## config.mk

```make
export PLATFORM = sky130hd
export DESIGN_NAME = motor_command_link_watchdog
export DESIGN_NICKNAME = d
export VERILOG_FILES = /design/src/design/mcl_wdog_pkg.sv /design/src/design/motor_command_link_watchdog.sv
export SDC_FILE = /design/constraint.sdc
export NUM_CORES = 1
export LEC_CHECK = 0
export BUFFER_PORTS_ARGS = -buffer_cell sky130_fd_sc_hd__buf_4
export CORE_MARGIN = 4
export CORE_UTILIZATION = 59
export DETAILED_ROUTE_END_ITERATION = 7
export GPL_TIMING_DRIVEN = 1
export PLACE_DENSITY = 0.8
export SETUP_SLACK_MARGIN = 0.1
export SLEW_MARGIN = 20
export SYNTH_ARGS = -nofsm -noshare
export SYNTH_HDL_FRONTEND = slang
export SYNTH_SLANG_ARGS = --single-unit
```

## constraint.sdc

```tcl
create_clock -name clk -period 5.81 [get_ports clk]
set_input_delay 1.743 -clock clk [delete_from_list [all_inputs] [get_ports clk]]
set_output_delay 1.743 -clock clk [all_outputs]
set_load 0.005 [all_outputs]
```

## src/design/mcl_wdog_pkg.sv

```systemverilog
package mcl_wdog_pkg;

    // Duty path width; commands are clamped to this many bits as well.
    localparam int DUTY_BITS = 16;

    localparam int CFG_BITS = 16;
    localparam int CMD_BITS = 32;
    localparam int SINCE_BITS = 17;

    localparam logic [CFG_BITS-1:0] MAX_DUTY_RESET = 16'd279;
    localparam logic [CFG_BITS-1:0] TIMEOUT_RESET = 16'd1000;
    localparam logic [CFG_BITS-1:0] REQUEST_INTERVAL_RESET = 16'd2000;

    typedef enum logic [1:0] {
        CFG_MAX_DUTY = 2'd0,
        CFG_TIMEOUT = 2'd1,
        CFG_REQUEST_INTERVAL = 2'd2
    } cfg_index_t;

    typedef enum logic [2:0] {
        OP_TICK = 3'd0,
        OP_PING = 3'd1,
        OP_JOY = 3'd2,
        OP_LAT = 3'd3,
        OP_STOP = 3'd4,
        OP_SHUT = 3'd5,
        OP_OTHER = 3'd6
    } opcode_t;

    typedef enum logic [2:0] {
        RC_NONE = 3'd0,
        RC_REQUEST = 3'd1,
        RC_PING = 3'd2,
        RC_JOY = 3'd3,
        RC_LAT = 3'd4,
        RC_INVALID = 3'd5
    } reply_t;

endpackage

```

## src/design/motor_command_link_watchdog.sv

```systemverilog
// Path: an accepted beat is registered in the input register and then moves into
//   the result register, where out_valid is raised and the result waits to be taken.
//   Output stalls hold the beat there and hold the input register behind it.
// Throughput: one beat per cycle while the output is not stalled; the link state
//   updates as a beat moves from the input register into the result register.
// Reset (rst_n low, asynchronous): link down, not halted, duties zero, direction
//   pins reverse, counters zero, registers at 279 / 1000 / 2000, both stages empty.
module motor_command_link_watchdog
(
    input  logic                                clk,
    input  logic                                rst_n,

    // configuration write port
    input  logic                                cfg_write,
    input  logic [1:0]                          cfg_index,
    input  logic [mcl_wdog_pkg::CFG_BITS-1:0]   cfg_data,

    // command / tick channel
    input  logic                                in_valid,
    output logic                                in_stall,
    input  logic [2:0]                          opcode,
    input  logic signed [mcl_wdog_pkg::CMD_BITS-1:0] left_cmd,
    input  logic signed [mcl_wdog_pkg::CMD_BITS-1:0] right_cmd,

    // result channel
    output logic                                out_valid,
    input  logic                                out_stall,
    output logic [15:0]                         left_duty,
    output logic [15:0]                         right_duty,
    output logic                                left_forward,
    output logic                                right_forward,
    output logic [2:0]                          reply_code,
    output logic [2:0]                          echoed_tag,
    output logic                                link_up,
    output logic                                stopped_for_good
);
    import mcl_wdog_pkg::*;

    localparam logic [CMD_BITS:0] DUTY_MAX = (CMD_BITS+1)'((64'd1 << DUTY_BITS) - 64'd1);

    // Clamp one command to +/- lim and the duty width. Returns the magnitude;
    // a zero magnitude leaves the direction pin alone.
    function automatic logic [15:0] clamp_mag(input logic signed [CMD_BITS-1:0] cmd,
                                              input logic [CFG_BITS-1:0] lim);
        logic [CMD_BITS:0] mag;
        logic [CMD_BITS:0] lim_w;
        logic [CMD_BITS:0] capped;
        mag = cmd[CMD_BITS-1] ? ((CMD_BITS+1)'(0) - {1'b1, cmd})
                              : {1'b0, cmd};
        lim_w = (CMD_BITS+1)'(lim);
        capped = (mag > lim_w) ? lim_w : mag;
        if (capped > DUTY_MAX)
            capped = DUTY_MAX;
        return capped[15:0];
    endfunction

    // configuration
    logic [CFG_BITS-1:0] max_duty_reg;
    logic [CFG_BITS-1:0] timeout_reg;
    logic [CFG_BITS-1:0] interval_reg;

    // input stage
    logic                       in_full_reg;
    logic [2:0]                 op_reg;
    logic signed [CMD_BITS-1:0] left_cmd_reg;
    logic signed [CMD_BITS-1:0] right_cmd_reg;

    // link state
    logic                  connected_reg, connected_next;
    logic                  halted_reg, halted_next;
    logic                  left_dir_reg, left_dir_next;
    logic                  right_dir_reg, right_dir_next;
    logic [15:0]           left_cmp_reg, left_cmp_next;
    logic [15:0]           right_cmp_reg, right_cmp_next;
    logic [SINCE_BITS-1:0] since_ping_reg, since_ping_next;
    logic [15:0]           req_count_reg, req_count_next;

    // result stage
    logic       out_full_reg;
    logic [2:0] reply_reg, reply_next;
    logic [2:0] tag_reg, tag_next;

    logic advance;
    logic [15:0] left_mag, right_mag;
    logic [15:0] req_inc;
    logic [SINCE_BITS-1:0] since_inc;
    opcode_t op;

    // A beat moves on when the result stage is free or being taken; the input
    // stage can then refill in the same cycle.
    assign advance  = in_full_reg && (!out_full_reg || !out_stall);
    assign in_stall = in_full_reg && !advance;

    assign left_mag  = clamp_mag(left_cmd_reg, max_duty_reg);
    assign right_mag = clamp_mag(right_cmd_reg, max_duty_reg);
    assign req_inc   = req_count_reg + 16'd1;
    assign since_inc = (&since_ping_reg) ? since_ping_reg : since_ping_reg + 1'b1;

    always_comb
    begin
        case (op_reg)
            OP_TICK:  op = OP_TICK;
            OP_PING:  op = OP_PING;
            OP_JOY:   op = OP_JOY;
            OP_LAT:   op = OP_LAT;
            OP_STOP:  op = OP_STOP;
            OP_SHUT:  op = OP_SHUT;
            default:  op = OP_OTHER;   // unused code seven folds into other
        endcase
    end

    always_comb
    begin
        connected_next  = connected_reg;
        halted_next     = halted_reg;
        left_dir_next   = left_dir_reg;
        right_dir_next  = right_dir_reg;
        left_cmp_next   = left_cmp_reg;
        right_cmp_next  = right_cmp_reg;
        since_ping_next = since_ping_reg;
        req_count_next  = req_count_reg;
        reply_next      = RC_NONE;
        tag_next        = 3'd0;

        if (!halted_reg) begin
            if (!connected_reg) begin
                case (op)
                    OP_TICK:
                    begin
                        // zero interval requests on every tick
                        if (req_inc >= interval_reg) begin
                            req_count_next = 16'd0;
                            reply_next     = RC_REQUEST;
                        end
                        else begin
                            req_count_next = req_inc;
                        end
                    end
                    OP_PING:
                    begin
                        reply_next      = RC_PING;
                        connected_next  = 1'b1;
                        since_ping_next = '0;
                    end
                    default:
                    begin
                        reply_next = RC_INVALID;
                        tag_next   = op;
                    end
                endcase
            end
            else begin
                case (op)
                    OP_TICK:
                    begin
                        since_ping_next = since_inc;
                        if (since_inc > SINCE_BITS'(timeout_reg)) begin
                            connected_next = 1'b0;
                            left_cmp_next  = 16'd0;
                            right_cmp_next = 16'd0;
                            req_count_next = 16'd0;
                        end
                    end
                    OP_PING:
                    begin
                        reply_next      = RC_PING;
                        since_ping_next = '0;
                    end
                    OP_JOY:
                    begin
                        left_cmp_next  = left_mag;
                        right_cmp_next = right_mag;
                        if (left_mag != 16'd0)
                            left_dir_next = !left_cmd_reg[CMD_BITS-1];
                        if (right_mag != 16'd0)
                            right_dir_next = !right_cmd_reg[CMD_BITS-1];
                        reply_next = RC_JOY;
                    end
                    OP_LAT:
                    begin
                        reply_next = RC_LAT;
                    end
                    OP_STOP:
                    begin
                        left_cmp_next  = 16'd0;
                        right_cmp_next = 16'd0;
                    end
                    OP_SHUT:
                    begin
                        halted_next = 1'b1;
                    end
                    default:
                    begin
                    end
                endcase
            end
        end
    end

    // configuration registers
    always_ff @(posedge clk or negedge rst_n)
    begin
        if (!rst_n) begin
            max_duty_reg <= MAX_DUTY_RESET;
            timeout_reg  <= TIMEOUT_RESET;
            interval_reg <= REQUEST_INTERVAL_RESET;
        end
        else if (cfg_write) begin
            case (cfg_index)
                CFG_MAX_DUTY:         max_duty_reg <= cfg_data;
                CFG_TIMEOUT:          timeout_reg  <= cfg_data;
                CFG_REQUEST_INTERVAL: interval_reg <= cfg_data;
                default:              ;   // no register there
            endcase
        end
    end

    // input stage
    always_ff @(posedge clk or negedge rst_n)
    begin
        if (!rst_n)
            in_full_reg <= 1'b0;
        else if (!in_stall)
            in_full_reg <= in_valid;
    end

    always_ff @(posedge clk)
    begin
        if (in_valid && !in_stall) begin
            op_reg        <= opcode;
            left_cmd_reg  <= left_cmd;
            right_cmd_reg <= right_cmd;
        end
    end

    // link state and result stage
    always_ff @(posedge clk or negedge rst_n)
    begin
        if (!rst_n) begin
            connected_reg  <= 1'b0;
            halted_reg     <= 1'b0;
            left_dir_reg   <= 1'b0;
            right_dir_reg  <= 1'b0;
            left_cmp_reg   <= 16'd0;
            right_cmp_reg  <= 16'd0;
            since_ping_reg <= '0;
            req_count_reg  <= 16'd0;
            out_full_reg   <= 1'b0;
        end
        else begin
            if (advance) begin
                connected_reg  <= connected_next;
                halted_reg     <= halted_next;
                left_dir_reg   <= left_dir_next;
                right_dir_reg  <= right_dir_next;
                left_cmp_reg   <= left_cmp_next;
                right_cmp_reg  <= right_cmp_next;
                since_ping_reg <= since_ping_next;
                req_count_reg  <= req_count_next;
            end
            if (advance)
                out_full_reg <= 1'b1;
            else if (!out_stall)
                out_full_reg <= 1'b0;
        end
    end

    always_ff @(posedge clk)
    begin
        if (advance) begin
            reply_reg <= reply_next;
            tag_reg   <= tag_next;
        end
    end

    // The state registers only move with a beat, so they double as the
    // result payload for the beat sitting in the result stage.
    assign out_valid        = out_full_reg;
    assign left_duty        = left_cmp_reg;
    assign right_duty       = right_cmp_reg;
    assign left_forward     = left_dir_reg;
    assign right_forward    = right_dir_reg;
    assign reply_code       = reply_reg;
    assign echoed_tag       = tag_reg;
    assign link_up          = connected_reg;
    assign stopped_for_good = halted_reg;

endmodule
```

==> summary.md, run 1 <==
| Metric | Value |
|---|---|
| Remaining antenna violation count after routing | 0 |
| CTS Hold Buffers Added | 0 |
| Number of primary I/O pins | roughly 130 |
| Sequential-to-total area share from yosys stat | 44.9% |
| Fraction of power spent switching nets | between 30% and 40% |
| Run status | finished clean |
| Maximum resistive drop on vdd | 0.237 mV |
| Final Max Slew Viols | 0 |
| RSZ-0062 raised after global routing | false |
| Core Box Area | 19000 µm² |
| Die extent in x | roughly 150 µm |
| Reg clk slew, reported paths | 80 ps |
| FP Rows | 50 |
| Number of hold-slack violations in the final timing report | 0 |
| Non-Filler Cell Area, Final | 13300 µm² |
| Post-detailed-route via-to-cell ratio | 6.23 |
| Via count of the first global-routing pass | between 9000 and 10000 |
| Total power consumption of the routed design | 4210 µW |
| Pin count of the biggest net entering global routing | 50 |
| Pre-CTS setup slack | around 1100 ps |
| DR iter-0 viols | 779 |
| Setup crit start kind | flip-flop |
| Number of library cell types mapped by synthesis | 77 |
| Number of nets produced by synthesis | about 1300 |
| Final Cycle Share | between 80 and 90% |
| Worst setup path class | reg -> reg |
| Signed area change from the synthesized netlist to the final layout | 15.0% |
| Cells after Synth | 1172 |
| Top cells by instance count after synthesis | sky130_fd_sc_hd__inv_1 (106), sky130_fd_sc_hd__dfrtp_1 (102), sky130_fd_sc_hd__edfxtp_1 (73), sky130_fd_sc_hd__ha_1 (68), sky130_fd_sc_hd__nand2_1 (66) |
| Area of all sequential standard cells | 5190 µm² |
| Overall Global Routing Usage | between 20% and 30% |
| Internal power | 2850 µW |
| Count of buffers added by post-CTS timing repair for setup | 0 |
| Die Outline Area | between 20000 and 25000 µm² |
| Number of H-tree levels | 4 |
| Critical path origin | left_cmd_reg[0]$_DFFE_PP_ |
| Highest Clock Rate | ~210 MHz |
| Die Height | around 150 µm |
| Tmin final | roughly 4700 ps |
| End point of the worst hold path | out_valid$_DFFE_PN0P_ |
| Ratio of cells with drive above 1 in the final layout | approximately a fifth |
| Data arrival at the endpoint of the critical path | roughly 5000 ps |
| HPWL reported at the end of detailed placement | 22.2 mm |
| Number of antenna cells inserted | 0 |
| Post-layout net count | 1436 |
| Clock network latency to the later pin of the worst-skew pair | 440 ps |
| Worst relative slew slack | 30.5% |
| Total length of routed wires | 29.7 mm |
| WL/cell | ~19 µm |
| Worst clock skew | about 12 ps |
| Ys async rst share | 62.0% |
| Maximum fanout along the worst path | 14 |
| Share of total power in sequential cells | 46.0% |
| Post-Place Cell Area | 12700 µm² |
| Kind of end point of the critical path | flip-flop |
| Utilization after layout | between 60% and 70% |
| Sinks on the clock net | 192 |
| R2r startpoint | left_cmd_reg[0]$_DFFE_PP_ |
| Number of iterations in the first detailed-routing pass | 7 |
| Number of buffers on the longest clock path | 2 |
| Global-route wire length before repair | ~48 mm |
| Antenna violations before repair | 0 |
| Worst Max-Slew Pin Slew | about 1000 ps |
| Portion of total power attributed to combinational logic | 26.8% |
| Psw | 1360 µW |
| Reg2Reg Capture Point | left_duty[6]$_DFFE_PN0P_ |
| Final GP Congestion | about 0.96 |
| Clock group share of total power | a little over a quarter |
| Sum Neg Setup Slack | 0 ps |
| Worst hold-check path type | reg -> reg |
| Reported max-cap violation count | 0 |
| Hold Path Depth | 1 |
| Netlist area before placement | around 12000 µm² |
| Fillers | between 1500 and 2000 |
| EDFF count, synth | between 70 and 80 |
| Vias after detailed routing | 9656 |
| Startpoint of the most critical hold path | in_full_reg$_DFFE_PN0N_ |
| Largest cells by area after synthesis | sky130_fd_sc_hd__dfrtp_1 (22%), sky130_fd_sc_hd__edfxtp_1 (19%), sky130_fd_sc_hd__ha_1 (7.4%) |
| Post-synth top area cell | sky130_fd_sc_hd__dfrtp_1 |
| Cell at the root of the clock tree | sky130_fd_sc_hd__clkbuf_16 |
| Crit path required time | a little over 6000 ps |
| Top flip-flop cell by instance count after synthesis | sky130_fd_sc_hd__dfrtp_1 |
| Cells on worst reg2reg path | 16 |
| Synthesized area per cell | between 9 and 10 µm² |
| Synthesis-stage register bit count | approximately 190 |
| Combined area of the multi-input logic cells | ~5700 µm² |
| Power density relative to cell area | 316 nW/µm² |
| CTS tree | built |
| Smallest setup slack after layout | about 1100 ps |
| Setup violation total in the final timing report | 0 |
| Most instantiated library cell after synthesis | sky130_fd_sc_hd__inv_1 |
| Port bufs | 133 |
| Total number of yosys warnings | 0 |
| CTS buffer count | 17 |
| GRT overflow | 0 |
| CTS resizes | 0 |
| Cell leakage power | 0.00558 µW |
| R2r setup slk | 1100 ps |
| Initial standard-cell utilization of the core | between 60% and 70% |
| DRC viols | 0 |
| Area fraction of the dominant cell type after synthesis | between 20% and 30% |
-- final cells by class --
| cell class | count | area share (%) |
|---|---|---|
| Multi-Input combinational cell | 816 | 43.2 |
| Sequential cell | 192 | 39.0 |
| Timing Repair Buffer | 145 | 8.18 |
| Clock buffer | 18 | 3.22 |
| Inverter | 106 | 2.99 |
| Tap cell | 260 | 2.44 |
| Clock inverter | 14 | 0.968 |
-- worst max-delay path by stage --
stage | end | slack, ps | cells past startpoint
after floorplan | req_count_reg[0]$_DFFE_PN0P_ | 1730 | 16
after global placement | left_duty[1]$_DFFE_PN0P_ | 1280 | 13
after detailed placement | left_duty[6]$_DFFE_PN0P_ | 1090 | 16
after CTS | left_duty[6]$_DFFE_PN0P_ | 1100 | 16
after global routing | req_count_reg[9]$_DFFE_PN0P_ | 700 | 13
final | left_duty[6]$_DFFE_PN0P_ | 1100 | 16
-- stage by stage --
stage	hold slack (ps)	cells
2_1_floorplan	457	1172
3_3_place_gp	468	1519
3_5_place_dp	485	1519
4_1_cts	498	1551
5_1_grt	522	1551
6_report	495	1551
-- critical path, stage by stage, from the launching register on --
cell and delay, ps:
sky130_fd_sc_hd__edfxtp_1 450, sky130_fd_sc_hd__inv_1 130, sky130_fd_sc_hd__ha_1 170, sky130_fd_sc_hd__or3b_2 510, sky130_fd_sc_hd__or3_4 370, sky130_fd_sc_hd__o31ai_1 280, sky130_fd_sc_hd__xnor2_1 220, sky130_fd_sc_hd__ha_1 310
sky130_fd_sc_hd__a21o_1 160, sky130_fd_sc_hd__a21oi_1 200, sky130_fd_sc_hd__nand2_1 70, sky130_fd_sc_hd__o31ai_1 250, sky130_fd_sc_hd__o211ai_1 130, sky130_fd_sc_hd__and3b_1 670, sky130_fd_sc_hd__buf_4 300, sky130_fd_sc_hd__mux2i_1 210
sky130_fd_sc_hd__o22ai_1 100
-- layer usage --
layer	GRT usage (%)	share of wire, %	vias to the layer above
met5	0	0	-
met4	9.19	3.1	0
met1	37.6	42	4609
met2	43.9	47	417
li1	-	-	4568
met3	4.97	7.7	62
-- cell usage in the layout (no fill, tap or decap), types with 34 or more instances in the layout --
cell,n
sky130_fd_sc_hd__o21ai_0,65
sky130_fd_sc_hd__nor3_1,52
sky130_fd_sc_hd__nand3_1,34
sky130_fd_sc_hd__edfxtp_1,73
sky130_fd_sc_hd__ha_1,68
sky130_fd_sc_hd__nand2_1,66
sky130_fd_sc_hd__a21oi_1,48
sky130_fd_sc_hd__nor2_1,52
sky130_fd_sc_hd__buf_4,145
sky130_fd_sc_hd__inv_1,106
sky130_fd_sc_hd__mux2_2,36
sky130_fd_sc_hd__dfrtp_1,102
-- logic make-up (layout without fill, tap and decap cells) --
logic type               after synthesis  count (layout)  synth area share, %
AO/OA/AOI/OAI                        288             288                 16.9
XOR/XNOR                              45              45                 3.41
adder cells (fa/ha/maj)               68              68                 7.36
buffers and inverters                164             283                 5.59
flip-flops                           192             192                 44.9
multiplexers                          51              51                 4.80
AND/OR/NAND/NOR                      364             364                 17.0
-- power by group through the flow --
stage                     combinational [µW]  sequential [µW]  clock [µW]
after detailed placement                1120             1950           0
after floorplan                          697             1860           0
after CTS                               1130             1930        1150
after global placement                  1080             1950           0
final                                   1130             1940        1140
after global routing                    1270             1960        1220
Power figures use the tool's default switching activity.
==> run 2: changes to the inputs <==
- CORE_UTILIZATION: 59 -> 54
- PLACE_DENSITY: 0.8 -> 0.78
- clock period: 5.81 -> 3.85 ns (I/O delays scaled with it)
==> run 2 against run 1 <==
- the flow now finishes with violations (negative setup slack)
- sequential share of layout area fell by 2.7 points
- cell count up 6.3%
- largest power group unchanged
- non-clock buffer count grew 82
- design area up 7.5%
- combinational power is 70% higher
==> summary.md, run 2 (synthesized netlist as in run 1, its figures left out) <==
| Metric | Value |
|---|---|
| Highest Clock Rate | 259 MHz (+22%) |
| Kind of end point of the critical path | flip-flop |
| Overall Global Routing Usage | 26.3% (-1.0 points) |
| Worst hold-check path type | reg -> reg |
| Crit path required time | 4210 ps (-1880 ps) |
| Ratio of cells with drive above 1 in the final layout | 28.0% (+7.9 points) |
| Final GP Congestion | 0.940 (-1.8%) |
| Number of iterations in the first detailed-routing pass | 5 (-2) |
| Core Box Area | 21000 µm² (+11%) |
| CTS tree | built |
| Clock network latency to the later pin of the worst-skew pair | 440 ps (about the same) |
| Number of H-tree levels | 4 (unchanged) |
| Leading cell types in the layout, fill and taps excluded | sky130_fd_sc_hd__buf_4 (220), sky130_fd_sc_hd__inv_1 (104), sky130_fd_sc_hd__dfrtp_1 (101) |
| Reg clk slew, reported paths | 80 ps (about the same) |
| Fraction of power spent switching nets | 31.9% (-0.48 points) |
| CTS buffer count | 17 (unchanged) |
| DRC viols | 0 (unchanged) |
| Setup crit start kind | flip-flop |
| Total length of routed wires | 32.0 mm (+7.7%) |
| Utilization after layout | 68.1% (-1.9 points) |
| Initial standard-cell utilization of the core | 55.0% (-5.8 points) |
| WL/cell | 19.4 µm (+1.3%) |
| Pin count of the biggest net entering global routing | 60 (+20%) |
| Internal power | 4550 µW (+60%) |
| Global-route wire length before repair | 50.6 mm (+4.6%) |
| Psw | 2130 µW (+56%) |
| Most common cell after layout, fill and taps aside | sky130_fd_sc_hd__buf_4 |
| Violated checks | negative setup slack |
| Sum Neg Setup Slack | -22.5 ps (-22.5 ps) |
| Post-detailed-route via-to-cell ratio | 6.16 (-1.0%) |
| Inst Count DP | 1602 (+5.5%) |
| HPWL reported at the end of detailed placement | 23.8 mm (+6.8%) |
| Worst clock skew | 12.4 ps (+0.428 ps) |
| Portion of total power attributed to combinational logic | 28.8% (+2.0 points) |
| FP Rows | 53 (+6.0%) |
| Signed area change from the synthesized netlist to the final layout | 23.7% |
| Via count of the first global-routing pass | 10000 (+7.8%) |
| RSZ-0062 raised after global routing | true |
| Antenna violations before repair | 0 (unchanged) |
| Worst setup path class | reg -> reg |
| Power density relative to cell area | 467 nW/µm² (+48%) |
| Sinks on the clock net | 192 (unchanged) |
| Number of antenna cells inserted | 0 (unchanged) |
| Non-filler instance count after layout | 1648 (+6.3%) |
| Number of hold-slack violations in the final timing report | 0 (unchanged) |
| Maximum fanout along the worst path | 6 (-8) |
| Data arrival at the endpoint of the critical path | 4220 ps (-770 ps) |
| Reported max-cap violation count | 0 (unchanged) |
| Worst Max-Slew Pin Slew | 1080 ps (+43.3 ps) |
| Number of buffers on the longest clock path | 2 (unchanged) |
| Final Cycle Share | 100% (+19 points) |
| Cell leakage power | 0.00608 µW (+8.9%) |
| Vias after detailed routing | 10200 (+5.2%) |
| Cell at the root of the clock tree | sky130_fd_sc_hd__clkbuf_16 |
| Die extent in x | 154 µm (+4.3%) |
| Clock group share of total power | 27.6% (+0.5 points) |
| Die Outline Area | 23800 µm² (+8.7%) |
| Setup violation total in the final timing report | 5 (+5) |
| Die Height | 154 µm (+4.3%) |
| Maximum resistive drop on vdd | 0.279 mV (+18%) |
| Final Max Slew Viols | 0 (unchanged) |
| Fillers | 1625 (+7.3%) |
| Port bufs | 133 (unchanged) |
| Number of primary I/O pins | 134 (unchanged) |
| Smallest setup slack after layout | -9.87 ps (-1110 ps) |
| Tmin final | 3860 ps (-849 ps) |
| DR iter-0 viols | 740 (-5.0%) |
| GRT overflow | 0 (unchanged) |
| Remaining antenna violation count after routing | 0 (unchanged) |
| Worst relative slew slack | 27.6% (-2.9 points) |
| Post-layout net count | 1518 (+5.7%) |
| Share of total power in sequential cells | 43.6% (-2.4 points) |
| Run status | complete, but fails checks |
## run 2: power groups by stage
stage | registers [µW] | logic (µW) | clock network [µW]
floorplan | 2800 | 1060 | 0
global placement | 2930 | 1740 | 0
detailed placement | 2940 | 1810 | 0
CTS | 2900 | 1860 | 1860
global route | 2950 | 2140 | 1950
finish | 2910 | 1920 | 1840
## run 2: worst paths after layout
| check | cells past startpoint | slack [ps] | end | from |
|---|---|---|---|---|
| worst max-delay path | 16 | -10 | left_duty[4]$_DFFE_PN0P_ | left_cmd_reg[6]$_DFFE_PP_ |
| worst min-delay path | 1 | 500 | out_valid$_DFFE_PN0P_ | in_full_reg$_DFFE_PN0N_ |
| worst max register to register | 16 | -10 | left_duty[4]$_DFFE_PN0P_ | left_cmd_reg[6]$_DFFE_PP_ |
| worst min register to register | 1 | 500 | out_valid$_DFFE_PN0P_ | in_full_reg$_DFFE_PN0N_ |
| max in group asynchronous | 2 | 2240 | interval_reg[9]$_DFFE_PN1P_ | rst_n |
| min in group asynchronous | 1 | 780 | since_ping_reg[14]$_DFFE_PN0P_ | rst_n |
## run 2: final cells by class
type                    count  area, µm²  area share, %
flip-flops and latches    192       5190           36.3
well taps                 275        344           2.40
clock buffers              19        433           3.03
multi-input cells         816       5990           41.9
inverters                 106        398           2.78
clock inverters            13        160           1.12
repair buffers            227       1790           12.5
## run 2: repair_timing
action,in CTS,in global routing
buffers inserted,4,9
hold buffers,0,0
endpoints found under the setup margin,27,51
gates resized for setup,9,51
pin swaps,1,14
gates cloned,0,1
## run 2: critical path, stage by stage, from the launching register on
cell                       delay (ps)
sky130_fd_sc_hd__edfxtp_1         410
sky130_fd_sc_hd__or4_4            570
sky130_fd_sc_hd__or3_4            420
sky130_fd_sc_hd__o31ai_4          260
sky130_fd_sc_hd__xnor2_2          110
sky130_fd_sc_hd__ha_1             320
sky130_fd_sc_hd__a21o_1           170
sky130_fd_sc_hd__a21oi_2          160
sky130_fd_sc_hd__nand2_1           80
sky130_fd_sc_hd__o31ai_2          250
sky130_fd_sc_hd__o211ai_1         120
sky130_fd_sc_hd__and3b_2          340
sky130_fd_sc_hd__buf_4            150
sky130_fd_sc_hd__buf_4             90
sky130_fd_sc_hd__buf_4            140
sky130_fd_sc_hd__nand3_1           80
sky130_fd_sc_hd__o221ai_1         100
## run 2: routing by layer
metal	routed length (µm)	vias to the layer above	GRT usage [%]	part of all wire (%)
met2	15600	443	43.2	49
met1	13000	4884	34.2	41
li1	-	4751	-	-
met4	1100	0	10.6	3.4
met3	2200	79	5.15	6.9
met5	0	-	0	0
## run 2: through the flow
stage | hold WS (ps) | worst slack (ps) | total power [µW] | cell area, µm²
5_1_grt | 526 | -191 | 7040 | 14300
4_1_cts | 502 | 21.1 | 6620 | 14000
2_1_floorplan | 457 | 104 | 3860 | 11600
3_3_place_gp | 472 | 33.1 | 4670 | 13400
6_report | 499 | -9.87 | 6680 | 14300
3_5_place_dp | 482 | -127 | 4750 | 13400
